<file path="src/grid_peak_valley_detector_core_macros.svh">
// assertion macros shared by the grid peak and valley detector rtl
// expects i_clk and i_rst_n in the scope of the module that uses them
`ifndef GRID_PEAK_VALLEY_DETECTOR_CORE_MACROS_SVH
`define GRID_PEAK_VALLEY_DETECTOR_CORE_MACROS_SVH

// same-cycle implication, checked outside reset
`define GPVD_ASSERT_IMPL(label, ante, cons, msg) \
    label: assert property (@(posedge i_clk) disable iff (!i_rst_n) (ante) |-> (cons)) \
        else $error(msg);

// next-cycle implication, checked outside reset
`define GPVD_ASSERT_NEXT(label, ante, cons, msg) \
    label: assert property (@(posedge i_clk) disable iff (!i_rst_n) (ante) |=> (cons)) \
        else $error(msg);

`endif

</file>
<file path="src/gpvd_pkg.sv">
// shared types, constants and helpers of the grid peak and valley detector
// no dependencies
package gpvd_pkg;

    localparam int MAX_DIM   = 64;
    localparam int CNT_W     = $clog2(MAX_DIM);
    localparam int DIM_W     = 7;
    localparam int ELEV_W    = 16;
    localparam int CFG_IDX_W = 1;

    localparam int MAX_RES    = 3;
    localparam int PUSH_W     = $clog2(MAX_RES + 1);
    localparam int FIFO_DEPTH = 16;
    localparam int FIFO_PTR_W = $clog2(FIFO_DEPTH);
    localparam int FIFO_CNT_W = $clog2(FIFO_DEPTH + 1);

    localparam logic [CFG_IDX_W-1:0] CFG_ROW_COUNT = 1'b0;
    localparam logic [CFG_IDX_W-1:0] CFG_COL_COUNT = 1'b1;

    typedef enum logic [1:0] {
        KIND_PEAK   = 2'd0,
        KIND_VALLEY = 2'd1,
        KIND_MAX    = 2'd2,
        KIND_MIN    = 2'd3
    } t_kind;

    typedef struct packed {
        t_kind                    kind;
        logic [CNT_W-1:0]         row;
        logic [CNT_W-1:0]         col;
        logic signed [ELEV_W-1:0] value;
        logic                     last;
    } t_result;

    // new right-hand column of the 3x3 window
    typedef struct packed {
        logic signed [ELEV_W-1:0] top;
        logic signed [ELEV_W-1:0] mid;
        logic signed [ELEV_W-1:0] bot;
    } t_wnd_col;

    typedef struct packed {
        logic                     above;
        logic                     below;
        logic signed [ELEV_W-1:0] center;
    } t_wnd_status;

    function automatic logic [DIM_W-1:0] clamp_dim(input logic [DIM_W-1:0] v);
        logic [DIM_W-1:0] res;
        if (v < DIM_W'(3)) begin
            res = DIM_W'(3);
        end else if (v > DIM_W'(MAX_DIM)) begin
            res = DIM_W'(MAX_DIM);
        end else begin
            res = v;
        end
        return res;
    endfunction

endpackage

</file>
<file path="src/gpvd_line_ram.sv">
// generic single-port-write, one-read synchronous ram, read-first, registered read data
// no dependencies
module gpvd_line_ram #(
    parameter int DEPTH = 64,
    parameter int WIDTH = 16
) (
    input  logic                     i_clk,
    input  logic                     i_we,
    input  logic                     i_re,
    input  logic [$clog2(DEPTH)-1:0] i_addr,
    input  logic [WIDTH-1:0]         i_wdata,
    output logic [WIDTH-1:0]         o_rdata
);

    logic [WIDTH-1:0] r_mem [DEPTH];
    logic [WIDTH-1:0] r_rdata;

    always_ff @(posedge i_clk) begin
        if (i_re) begin
            r_rdata <= r_mem[i_addr];
        end
        if (i_we) begin
            r_mem[i_addr] <= i_wdata;
        end
    end

    assign o_rdata = r_rdata;

endmodule

</file>
<file path="src/gpvd_window.sv">
// 3x3 sample window with strict peak and valley compare on its center
// depends on gpvd_pkg
module gpvd_window (
    input  logic                  i_clk,
    input  logic                  i_shift,
    input  gpvd_pkg::t_wnd_col    i_col,
    output gpvd_pkg::t_wnd_status o_status
);
    import gpvd_pkg::*;

    logic signed [ELEV_W-1:0] r_wnd [9];

    always_ff @(posedge i_clk) begin
        if (i_shift) begin
            for (int i = 0; i < 3; i++) begin
                r_wnd[i*3 + 0] <= r_wnd[i*3 + 1];
                r_wnd[i*3 + 1] <= r_wnd[i*3 + 2];
            end
            r_wnd[2] <= i_col.top;
            r_wnd[5] <= i_col.mid;
            r_wnd[8] <= i_col.bot;
        end
    end

    always_comb begin
        o_status.above  = 1'b1;
        o_status.below  = 1'b1;
        o_status.center = r_wnd[4];
        for (int i = 0; i < 9; i++) begin
            if (i != 4) begin
                if (!($signed(r_wnd[4]) > $signed(r_wnd[i]))) begin
                    o_status.above = 1'b0;
                end
                if (!($signed(r_wnd[4]) < $signed(r_wnd[i]))) begin
                    o_status.below = 1'b0;
                end
            end
        end
    end

endmodule

</file>
<file path="src/gpvd_result_fifo.sv">
// result queue taking up to three results a cycle and giving one a cycle as it is popped
// depends on gpvd_pkg and the assertion macro header
`include "grid_peak_valley_detector_core_macros.svh"

module gpvd_result_fifo (
    input  logic                          i_clk,
    input  logic                          i_rst_n,
    input  logic [gpvd_pkg::PUSH_W-1:0]   i_push_cnt,
    input  gpvd_pkg::t_result             i_push_data [gpvd_pkg::MAX_RES],
    input  logic                          i_pop,
    output logic                          o_valid,
    output gpvd_pkg::t_result             o_data,
    output logic [gpvd_pkg::FIFO_CNT_W-1:0] o_count
);
    import gpvd_pkg::*;

    t_result               r_mem [FIFO_DEPTH];
    logic [FIFO_PTR_W-1:0] r_wr_ptr;
    logic [FIFO_PTR_W-1:0] r_rd_ptr;
    logic [FIFO_CNT_W-1:0] r_count;
    logic                  w_pop;

    assign o_valid = (r_count != '0);
    assign o_data  = r_mem[r_rd_ptr];
    assign o_count = r_count;
    assign w_pop   = i_pop & o_valid;

    always_ff @(posedge i_clk) begin
        for (int k = 0; k < MAX_RES; k++) begin
            if (PUSH_W'(k) < i_push_cnt) begin
                r_mem[r_wr_ptr + FIFO_PTR_W'(k)] <= i_push_data[k];
            end
        end
    end

    always_ff @(posedge i_clk) begin
        if (!i_rst_n) begin
            r_wr_ptr <= '0;
            r_rd_ptr <= '0;
            r_count  <= '0;
        end else begin
            r_wr_ptr <= r_wr_ptr + FIFO_PTR_W'(i_push_cnt);
            if (w_pop) begin
                r_rd_ptr <= r_rd_ptr + FIFO_PTR_W'(1);
            end
            r_count <= r_count + FIFO_CNT_W'(i_push_cnt) - FIFO_CNT_W'(w_pop);
        end
    end

    `GPVD_ASSERT_IMPL(a_fifo_no_overflow, i_push_cnt != '0,
        (FIFO_CNT_W+1)'(r_count) + (FIFO_CNT_W+1)'(i_push_cnt)
            <= (FIFO_CNT_W+1)'(FIFO_DEPTH) + (FIFO_CNT_W+1)'(w_pop),
        "result queue overflow")

endmodule

</file>
<file path="src/grid_peak_valley_detector_core.sv">
// top level of the grid peak and valley detector
// depends on gpvd_pkg, gpvd_line_ram, gpvd_window, gpvd_result_fifo and the macro header
//
// usage
//   s_axis carries elevation samples of a grid in raster order, one per request.
//   the grid size comes from row_count (index 0) and col_count (index 1) on the
//   plain write port; sizes below 3 act as 3, above 64 act as 64. write only idle.
//   m_axis carries results: interior peaks and valleys (strict against all eight
//   neighbours), then after the last sample the global maximum and minimum with
//   their earliest position; tlast marks the minimum, the final result of a grid.
// throughput
//   one sample per cycle while s_axis_tready is high; the line stores are two 64x16
//   banks, one per row parity, both read and only the parity bank written per sample, so no port is shared.
// pipeline
//   a result shows on m_axis after its sample passes the ram read, the window
//   shift and the window compare into the result queue.
// stall
//   results wait in a 16-entry queue; s_axis_tready drops only when the queue
//   could not hold the worst case of the samples in flight plus one more, and in reset.
// reset
//   synchronous active low; counters, queue and extremes clear, sizes go to 64.
//   line stores need no clearing pass: every read entry that feeds a compare was
//   written earlier in the same grid.
`include "grid_peak_valley_detector_core_macros.svh"

module grid_peak_valley_detector_core (
    input  logic                               i_clk,
    input  logic                               i_rst_n,
    // configuration write port
    input  logic                               i_cfg_we,
    input  logic [gpvd_pkg::CFG_IDX_W-1:0]     i_cfg_index,
    input  logic [gpvd_pkg::DIM_W-1:0]         i_cfg_data,
    // sample input
    input  logic                               s_axis_tvalid,
    output logic                               s_axis_tready,
    input  logic [15:0]                        s_axis_tdata,   // [15:0] elevation
    // result output
    output logic                               m_axis_tvalid,
    input  logic                               m_axis_tready,
    output logic [31:0]                        m_axis_tdata,   // [5:0] row_index,
                                                               // [11:6] col_index,
                                                               // [27:12] value, zero pad
    output logic [1:0]                         m_axis_tuser,   // [1:0] kind
    output logic                               m_axis_tlast
);
    import gpvd_pkg::*;

    // configuration registers
    logic [DIM_W-1:0] r_row_count;
    logic [DIM_W-1:0] r_col_count;

    always_ff @(posedge i_clk) begin
        if (!i_rst_n) begin
            r_row_count <= DIM_W'(MAX_DIM);
            r_col_count <= DIM_W'(MAX_DIM);
        end else if (i_cfg_we) begin
            unique case (i_cfg_index)
                CFG_ROW_COUNT: r_row_count <= i_cfg_data;
                CFG_COL_COUNT: r_col_count <= i_cfg_data;
            endcase
        end
    end

    // raster position of the next sample
    logic [CNT_W-1:0] r_row, n_row;
    logic [CNT_W-1:0] r_col, n_col;

    logic                     w_accept;
    logic signed [ELEV_W-1:0] w_v;
    logic [DIM_W-1:0]         w_rows;
    logic [DIM_W-1:0]         w_cols;
    logic                     w_row_end;
    logic                     w_grid_end;
    logic                     w_first;

    assign w_accept   = s_axis_tvalid & s_axis_tready;
    assign w_v        = signed'(s_axis_tdata[ELEV_W-1:0]);
    assign w_rows     = clamp_dim(r_row_count);
    assign w_cols     = clamp_dim(r_col_count);
    // size may shrink under a running grid, so compare with >=
    assign w_row_end  = (DIM_W'(r_col) + DIM_W'(1)) >= w_cols;
    assign w_grid_end = w_row_end && ((DIM_W'(r_row) + DIM_W'(1)) >= w_rows);
    assign w_first    = (r_row == '0) && (r_col == '0);

    always_comb begin
        n_row = r_row;
        n_col = r_col;
        if (w_accept) begin
            priority if (w_grid_end) begin
                n_row = '0;
                n_col = '0;
            end else if (w_row_end) begin
                n_row = r_row + CNT_W'(1);
                n_col = '0;
            end else begin
                n_col = r_col + CNT_W'(1);
            end
        end
    end

    // running extremes; strict compares keep the earliest point on ties
    logic signed [ELEV_W-1:0] r_max_val, n_max_val;
    logic [CNT_W-1:0]         r_max_row, n_max_row;
    logic [CNT_W-1:0]         r_max_col, n_max_col;
    logic signed [ELEV_W-1:0] r_min_val, n_min_val;
    logic [CNT_W-1:0]         r_min_row, n_min_row;
    logic [CNT_W-1:0]         r_min_col, n_min_col;

    always_comb begin
        n_max_val = r_max_val;
        n_max_row = r_max_row;
        n_max_col = r_max_col;
        n_min_val = r_min_val;
        n_min_row = r_min_row;
        n_min_col = r_min_col;
        if (w_accept) begin
            if (w_first) begin
                // first sample of a grid seeds both extremes
                n_max_val = w_v;
                n_max_row = '0;
                n_max_col = '0;
                n_min_val = w_v;
                n_min_row = '0;
                n_min_col = '0;
            end else begin
                if (w_v > r_max_val) begin
                    n_max_val = w_v;
                    n_max_row = r_row;
                    n_max_col = r_col;
                end
                if (w_v < r_min_val) begin
                    n_min_val = w_v;
                    n_min_row = r_row;
                    n_min_col = r_col;
                end
            end
        end
    end

    always_ff @(posedge i_clk) begin
        if (!i_rst_n) begin
            r_row     <= '0;
            r_col     <= '0;
            r_max_val <= '0;
            r_max_row <= '0;
            r_max_col <= '0;
            r_min_val <= '0;
            r_min_row <= '0;
            r_min_col <= '0;
        end else begin
            r_row     <= n_row;
            r_col     <= n_col;
            r_max_val <= n_max_val;
            r_max_row <= n_max_row;
            r_max_col <= n_max_col;
            r_min_val <= n_min_val;
            r_min_row <= n_min_row;
            r_min_col <= n_min_col;
        end
    end

    // line stores: bank of the row parity holds row r-2 and takes the new sample,
    // the other bank holds row r-1; read-first gives the old row r-2 sample
    logic                  w_we_bank0;
    logic                  w_we_bank1;
    logic [ELEV_W-1:0]     w_rd_bank0;
    logic [ELEV_W-1:0]     w_rd_bank1;

    assign w_we_bank0 = w_accept & ~r_row[0];
    assign w_we_bank1 = w_accept &  r_row[0];

    gpvd_line_ram #(
        .DEPTH (MAX_DIM),
        .WIDTH (ELEV_W)
    ) u_bank0 (
        .i_clk   (i_clk),
        .i_we    (w_we_bank0),
        .i_re    (w_accept),
        .i_addr  (r_col),
        .i_wdata (w_v),
        .o_rdata (w_rd_bank0)
    );

    gpvd_line_ram #(
        .DEPTH (MAX_DIM),
        .WIDTH (ELEV_W)
    ) u_bank1 (
        .i_clk   (i_clk),
        .i_we    (w_we_bank1),
        .i_re    (w_accept),
        .i_addr  (r_col),
        .i_wdata (w_v),
        .o_rdata (w_rd_bank1)
    );

    // stage 1: ram data valid, window shifts in the new column
    logic                     r_s1_valid;
    logic                     r_s1_par;
    logic signed [ELEV_W-1:0] r_s1_v;
    logic [CNT_W-1:0]         r_s1_row;
    logic [CNT_W-1:0]         r_s1_col;
    logic                     r_s1_grid_end;
    t_result                  r_s1_max;
    t_result                  r_s1_min;

    // stage 2: window compare, results go to the queue
    logic                     r_s2_valid;
    logic                     r_s2_check;
    logic [CNT_W-1:0]         r_s2_row;
    logic [CNT_W-1:0]         r_s2_col;
    logic                     r_s2_grid_end;
    t_result                  r_s2_max;
    t_result                  r_s2_min;

    always_ff @(posedge i_clk) begin
        if (!i_rst_n) begin
            r_s1_valid <= 1'b0;
            r_s2_valid <= 1'b0;
        end else begin
            r_s1_valid <= w_accept;
            r_s2_valid <= r_s1_valid;
        end
    end

    // payload of both stages; extremes are snapshotted with every sample and used at the one that ends a grid
    always_ff @(posedge i_clk) begin
        if (w_accept) begin
            r_s1_par      <= r_row[0];
            r_s1_v        <= w_v;
            r_s1_row      <= r_row;
            r_s1_col      <= r_col;
            r_s1_grid_end <= w_grid_end;
            r_s1_max      <= '{kind: KIND_MAX, row: n_max_row, col: n_max_col,
                               value: n_max_val, last: 1'b0};
            r_s1_min      <= '{kind: KIND_MIN, row: n_min_row, col: n_min_col,
                               value: n_min_val, last: 1'b1};
        end
        if (r_s1_valid) begin
            r_s2_check    <= (r_s1_row >= CNT_W'(2)) && (r_s1_col >= CNT_W'(2));
            r_s2_row      <= r_s1_row - CNT_W'(1);
            r_s2_col      <= r_s1_col - CNT_W'(1);
            r_s2_grid_end <= r_s1_grid_end;
            r_s2_max      <= r_s1_max;
            r_s2_min      <= r_s1_min;
        end
    end

    t_wnd_col    w_col;
    t_wnd_status w_status;

    always_comb begin
        w_col.top = r_s1_par ? w_rd_bank1 : w_rd_bank0;
        w_col.mid = r_s1_par ? w_rd_bank0 : w_rd_bank1;
        w_col.bot = r_s1_v;
    end

    gpvd_window u_window (
        .i_clk    (i_clk),
        .i_shift  (r_s1_valid),
        .i_col    (w_col),
        .o_status (w_status)
    );

    // compose the results of one sample in output order
    logic              w_pv;
    t_result           w_pv_res;
    t_result           w_push_data [MAX_RES];
    logic [PUSH_W-1:0] w_push_cnt;

    assign w_pv = r_s2_valid && r_s2_check && (w_status.above || w_status.below);

    always_comb begin
        w_pv_res.kind  = w_status.above ? KIND_PEAK : KIND_VALLEY;
        w_pv_res.row   = r_s2_row;
        w_pv_res.col   = r_s2_col;
        w_pv_res.value = w_status.center;
        w_pv_res.last  = 1'b0;
    end

    always_comb begin
        w_push_data[0] = r_s2_max;
        w_push_data[1] = r_s2_min;
        w_push_data[2] = r_s2_min;
        w_push_cnt     = '0;
        if (r_s2_valid) begin
            priority if (w_pv && r_s2_grid_end) begin
                w_push_data[0] = w_pv_res;
                w_push_data[1] = r_s2_max;
                w_push_data[2] = r_s2_min;
                w_push_cnt     = PUSH_W'(3);
            end else if (w_pv) begin
                w_push_data[0] = w_pv_res;
                w_push_cnt     = PUSH_W'(1);
            end else if (r_s2_grid_end) begin
                w_push_cnt     = PUSH_W'(2);
            end else begin
                w_push_cnt     = '0;
            end
        end
    end

    t_result               w_out;
    logic [FIFO_CNT_W-1:0] w_fifo_count;

    gpvd_result_fifo u_fifo (
        .i_clk       (i_clk),
        .i_rst_n     (i_rst_n),
        .i_push_cnt  (w_push_cnt),
        .i_push_data (w_push_data),
        .i_pop       (m_axis_tready),
        .o_valid     (m_axis_tvalid),
        .o_data      (w_out),
        .o_count     (w_fifo_count)
    );

    // room for the worst case of every sample in flight and one more
    logic [FIFO_CNT_W:0] w_reserve;

    assign w_reserve = (FIFO_CNT_W+1)'(w_fifo_count)
                     + (FIFO_CNT_W+1)'(MAX_RES) * (FIFO_CNT_W+1)'(r_s1_valid)
                     + (FIFO_CNT_W+1)'(MAX_RES) * (FIFO_CNT_W+1)'(r_s2_valid);

    assign s_axis_tready = i_rst_n && (w_reserve <= (FIFO_CNT_W+1)'(FIFO_DEPTH - MAX_RES));

    assign m_axis_tdata = {4'b0000, w_out.value, w_out.col, w_out.row};
    assign m_axis_tuser = w_out.kind;
    assign m_axis_tlast = w_out.last;

    `GPVD_ASSERT_IMPL(a_last_only_on_min, m_axis_tvalid && m_axis_tlast,
        m_axis_tuser == KIND_MIN, "tlast on a result other than the global minimum")

    `GPVD_ASSERT_NEXT(a_accept_enters_s1, w_accept, r_s1_valid,
        "accepted sample did not enter the pipeline")

    `GPVD_ASSERT_IMPL(a_grid_end_pushes_extremes, r_s2_valid && r_s2_grid_end,
        w_push_cnt >= PUSH_W'(2), "grid end without both extremes queued")

endmodule
</file>
<file path="config.mk">
export PLATFORM = sky130hd
export DESIGN_NAME = grid_peak_valley_detector_core
export DESIGN_NICKNAME = d
export VERILOG_FILES = /design/src/gpvd_pkg.sv /design/src/gpvd_line_ram.sv /design/src/gpvd_window.sv /design/src/gpvd_result_fifo.sv /design/src/grid_peak_valley_detector_core.sv
export VERILOG_INCLUDE_DIRS = /design/src /design/src/src
export SDC_FILE = /design/constraint.sdc
export NUM_CORES = 2
export LEC_CHECK = 0
export BUFFER_PORTS_ARGS = -buffer_cell sky130_fd_sc_hd__buf_2
export CORE_ASPECT_RATIO = 0.5
export CORE_MARGIN = 2
export CORE_UTILIZATION = 50
export DETAILED_ROUTE_END_ITERATION = 12
export PLACE_DENSITY = 0.65
export SYNTH_ARGS = -nofsm -noshare
export SYNTH_HDL_FRONTEND = slang
export SYNTH_HIERARCHICAL = 1
export SYNTH_SLANG_ARGS = --single-unit
</file>
<file path="constraint.sdc">
create_clock -name i_clk -period 13.21 [get_ports i_clk]
set_clock_uncertainty 0.1 [all_clocks]
set_input_delay 1.321 -clock i_clk [delete_from_list [all_inputs] [get_ports i_clk]]
set_output_delay 1.321 -clock i_clk [all_outputs]
set_load 0.01 [all_outputs]
</file>
==> key figures <==
Routing
  • Routed Wire Length: 392 mm
  • DRC viols: 0
  • First-pass DRT Iterations: 8
  • Post-DRT Antenna Nets: 0
  • DRT iter0 DRCs: 13076
  • Routed vias: roughly 84000
  • DR WL/cell: 31.2 um
  • Vias per cell: between 6 and 7

Synth
  • Synth area leader: edfxtp_1
  • Synth unique cells: 90
  • Syn Inst Count: 9078
  • Mux contribution to synthesized area: 0.0712
  • Post-synthesis adder-cell area fraction: 0.0196
  • Synth Cell Area: 0.129 mm^2
  • Simple-gate share of the synthesized area: 0.0578
  • Ys Warns: 6
  • Area share of the largest cell type after synthesis: 0.669
  • Register area share after synthesis: 0.685
  • Mean Syn Cell Area: 14.2 um^2
  • Synth Area in Compound Gates: 0.132
  • Ys async rst share: 0
  • Post-synth EDFFs: between 2000 and 3000
  • Largest family of logic cells by synthesized area: compound AO/OA/AOI/OAI gates
  • Synth Area in XOR/XNOR: 0.00202
  • Main flop type after synthesis: edfxtp_1
  • Yosys reg bits: 2976
  • Ranking of synthesized cells by area: edfxtp_1, a22oi_1, mux2i_1

Pwr
  • Power Dens Cells: 148 mW/mm^2
  • Internal power: between 15 and 20 mW
  • Sequential share of power: 0.516
  • Net switching power figure: 5.22 mW
  • Switching part of the total: 0.248
  • Clock network power share: 0.372
  • Leak: 45.9 nW
  • Highest ir drop seen on vdd: 0.000110 V
  • Logic gate share of total power: 0.111

Floorplan
  • Die X: between 700 and 800 um
  • # rows: 131
  • Initial Util: 0.504
  • Die area: 0.262 mm^2
  • I/O pins: 66
  • Chip height: 363 um
  • Total core area: 0.256 mm^2

STA
  • Final Hold Vio Count: 0
  • Slew @ Worst Pin: 1.41 ns
  • Final setup fails: 0
  • Final Cycle Share: 0.515
  • Final Slew Violations: 0
  • Highest clock rate: 0.147 GHz
  • Final TNS setup: 0 ns
  • Slew headroom: 0.0467
  • Unrepaired setup endpoints after global routing: false
  • Final worst path period need: 6.80 ns
  • Hold WS: 0.318 ns

Place
  • Port Buffers: 61
  • DP Wirelength: ~230 mm
  • DP Area: 0.133 mm^2
  • GPL Wtd Cong: 0.899

Critical path
  • Crit path required time: 13.55 ns
  • Launching point of the worst reg2reg path: u_window/r_wnd[4][14]
  • Startpoint types: flip-flop
  • Crit path cell chain: ha_1 > nand4_2 > or4_4 > a21o_1 > o211ai_2 > mux2i_1 > or4_4 > nor4b_2 > o211ai_1 > inv_1 > buf_4 > nand2_1 > nor4_4 > buf_4 > a211o_2
  • Crit path capture type: flip-flop
  • WP data arrival: 7.13 ns
  • CP Class: reg -> reg
  • Max FO, Critical Path: 63
  • Crit path max-delay cell type: a211o_2
  • Max incr delay on CP: 0.91 ns
  • Critical Path Start: u_window/r_wnd[4][14]

Clock tree
  • Max Root-Sink Buffers: 4
  • Post-cts hold buffer count: 0
  • CTS clk-pin slew, worst paths: 0.06 ns
  • CTS Sinks: 2976
  • H-tree depth: 5
  • CTS tree: done
  • Latest clock arrival within the worst-skew pair: around 0.87 ns
  • Root Buffer: clkbuf_16
  • Post-cts gate resize count: 0
  • Post-CTS Setup Bufs: 0
  • CTS Buf Count: 276

Global routing
  • First-pass GRT wire length: 559 mm
  • Global routing's busiest layer: met2
  • Largest net degree at the start of global routing: 114
  • Met3 Usage GRT: 0.0735
  • Met2 GRT Util: 0.443
  • Gr usage total: 0.292
  • GR Layer Usage met1: 0.411
  • Total grt overflow: 0
  • Initial antenna violation count: 24
  • Via count of the first global-routing pass: 78758

Final layout
  • Area growth from synthesis to layout: 9.96%
  • Design area: 0.142 mm^2
  • FILL cells: 20184
  • Fin nets: 9205
  • Share of layout cells above drive strength 1: 0.121

Min path
  • Hold path startpoint: r_s1_max[26]
  • Worst min path class: reg -> reg

Run status
  • Outcome: complete, no violations

Flow run
  • Max_cap viols: 0
==> registers in the layout (all words and copies together) (netlist names), 28 cells and up, named ones only <==
signal and cells:
u_window/r_wnd 144, r_s1_max 28, r_s2_min 28, r_s1_min 28, u_bank1/r_mem 1024, u_bank0/r_mem 1024, r_s2_max 28, u_fifo/r_mem 496
==> placed cells by master, fill, tap and decap left out, types with 102 or more instances in the layout <==
cell type / instances
o21ai_0: 328
a221oi_1: 216
buf_4: 321
edfxtp_1: 2875
ha_1: 194
nand2_1: 584
a22oi_1: 703
mux2i_1: 493
nor2_1: 651
nand3_1: 128
clkbuf_16: 289
a21oi_1: 486
o22ai_1: 118
mux2_2: 102
a2bb2oi_1: 124
mux4_2: 136
inv_1: 206
==> final timing paths <==
| path | slack, ns | to | cells past startpoint |
|---|---|---|---|
| worst min-delay path | 0.32 | r_s2_max[26] | 0 |
| worst max register to register | 6.41 | u_fifo/r_mem[8][20] | 15 |
| worst max-delay path | 6.41 | u_fifo/r_mem[8][20] | 15 |
| worst min register to register | 0.32 | r_s2_max[26] | 0 |
==> synthesized netlist by cell type, types with 118 or more instances <==
master / count
a22oi_1: 703
clkbuf_1: 449
nor2_1: 667
inv_1: 206
mux2i_1: 493
mux4_2: 136
o21ai_0: 333
a221oi_1: 216
a21oi_1: 486
buf_2: 157
nand2_1: 587
a2bb2oi_1: 128
nand3_1: 142
ha_1: 194
o22ai_1: 118
edfxtp_1: 2875
==> stage by stage <==
stage               worst slack (ns)  std cells   util  power, mW
global route                    6.17      12570  0.555       21.7
global placement                6.67      12090  0.521       13.3
floorplan                       1.71       9090      -       12.5
detailed placement              6.55      12090  0.521       13.4
finish                          6.41      12581  0.555       21.0
CTS                             6.52      12570  0.555       21.1
==> critical path, delay by kind of cell (launching register included) <==
family / cells / cell delay, ns
AND/OR/NAND/NOR: 6 / 2.54
AO/OA/AOI/OAI: 4 / 1.33
flip-flops: 1 / 0.62
buffers and inverters: 3 / 1.17
multiplexers: 1 / 0.14
adder cells (fa/ha/maj): 1 / 0.43
==> cells by family (layout without fill, tap and decap cells) <==
group                    count (synthesis)  count (layout)
XOR/XNOR                                28              28
other                                    2              25
flip-flops                            2976            2976
AND/OR/NAND/NOR                       1700            1700
buffers and inverters                  979            1068
AO/OA/AOI/OAI                         2460            2460
adder cells (fa/ha/maj)                199             199
multiplexers                           734             734
==> metal layers <==
layer	share of wire	vias up
li1	-	35414
met1	0.39	41886
met2	0.45	5350
met3	0.12	893
met4	0.038	14
met5	0.00041	-
==> area by class of cell <==
type,instances,area (um^2),share of cell area
sequential,2976,88400,0.623
tap,3391,4240,0.0299
clock buffer,354,7520,0.0530
timing repair buffer,379,2840,0.0200
antenna,11,27.5,0.000194
multi-input combinational,5135,37000,0.261
clock inverter,126,1050,0.00743
inverter,209,790,0.00557
==> power by group through the flow <==
stage | sequential (mW) | combinational, mW | clock [mW]
2_1_floorplan | 10.9 | 1.58 | 0
3_3_place_gp | 11.1 | 2.28 | 0
3_5_place_dp | 11.1 | 2.32 | 0
4_1_cts | 10.9 | 2.33 | 7.91
5_1_grt | 10.9 | 2.53 | 8.28
6_report | 10.9 | 2.35 | 7.84
No activity file was read; power rests on OpenSTA's default activity.
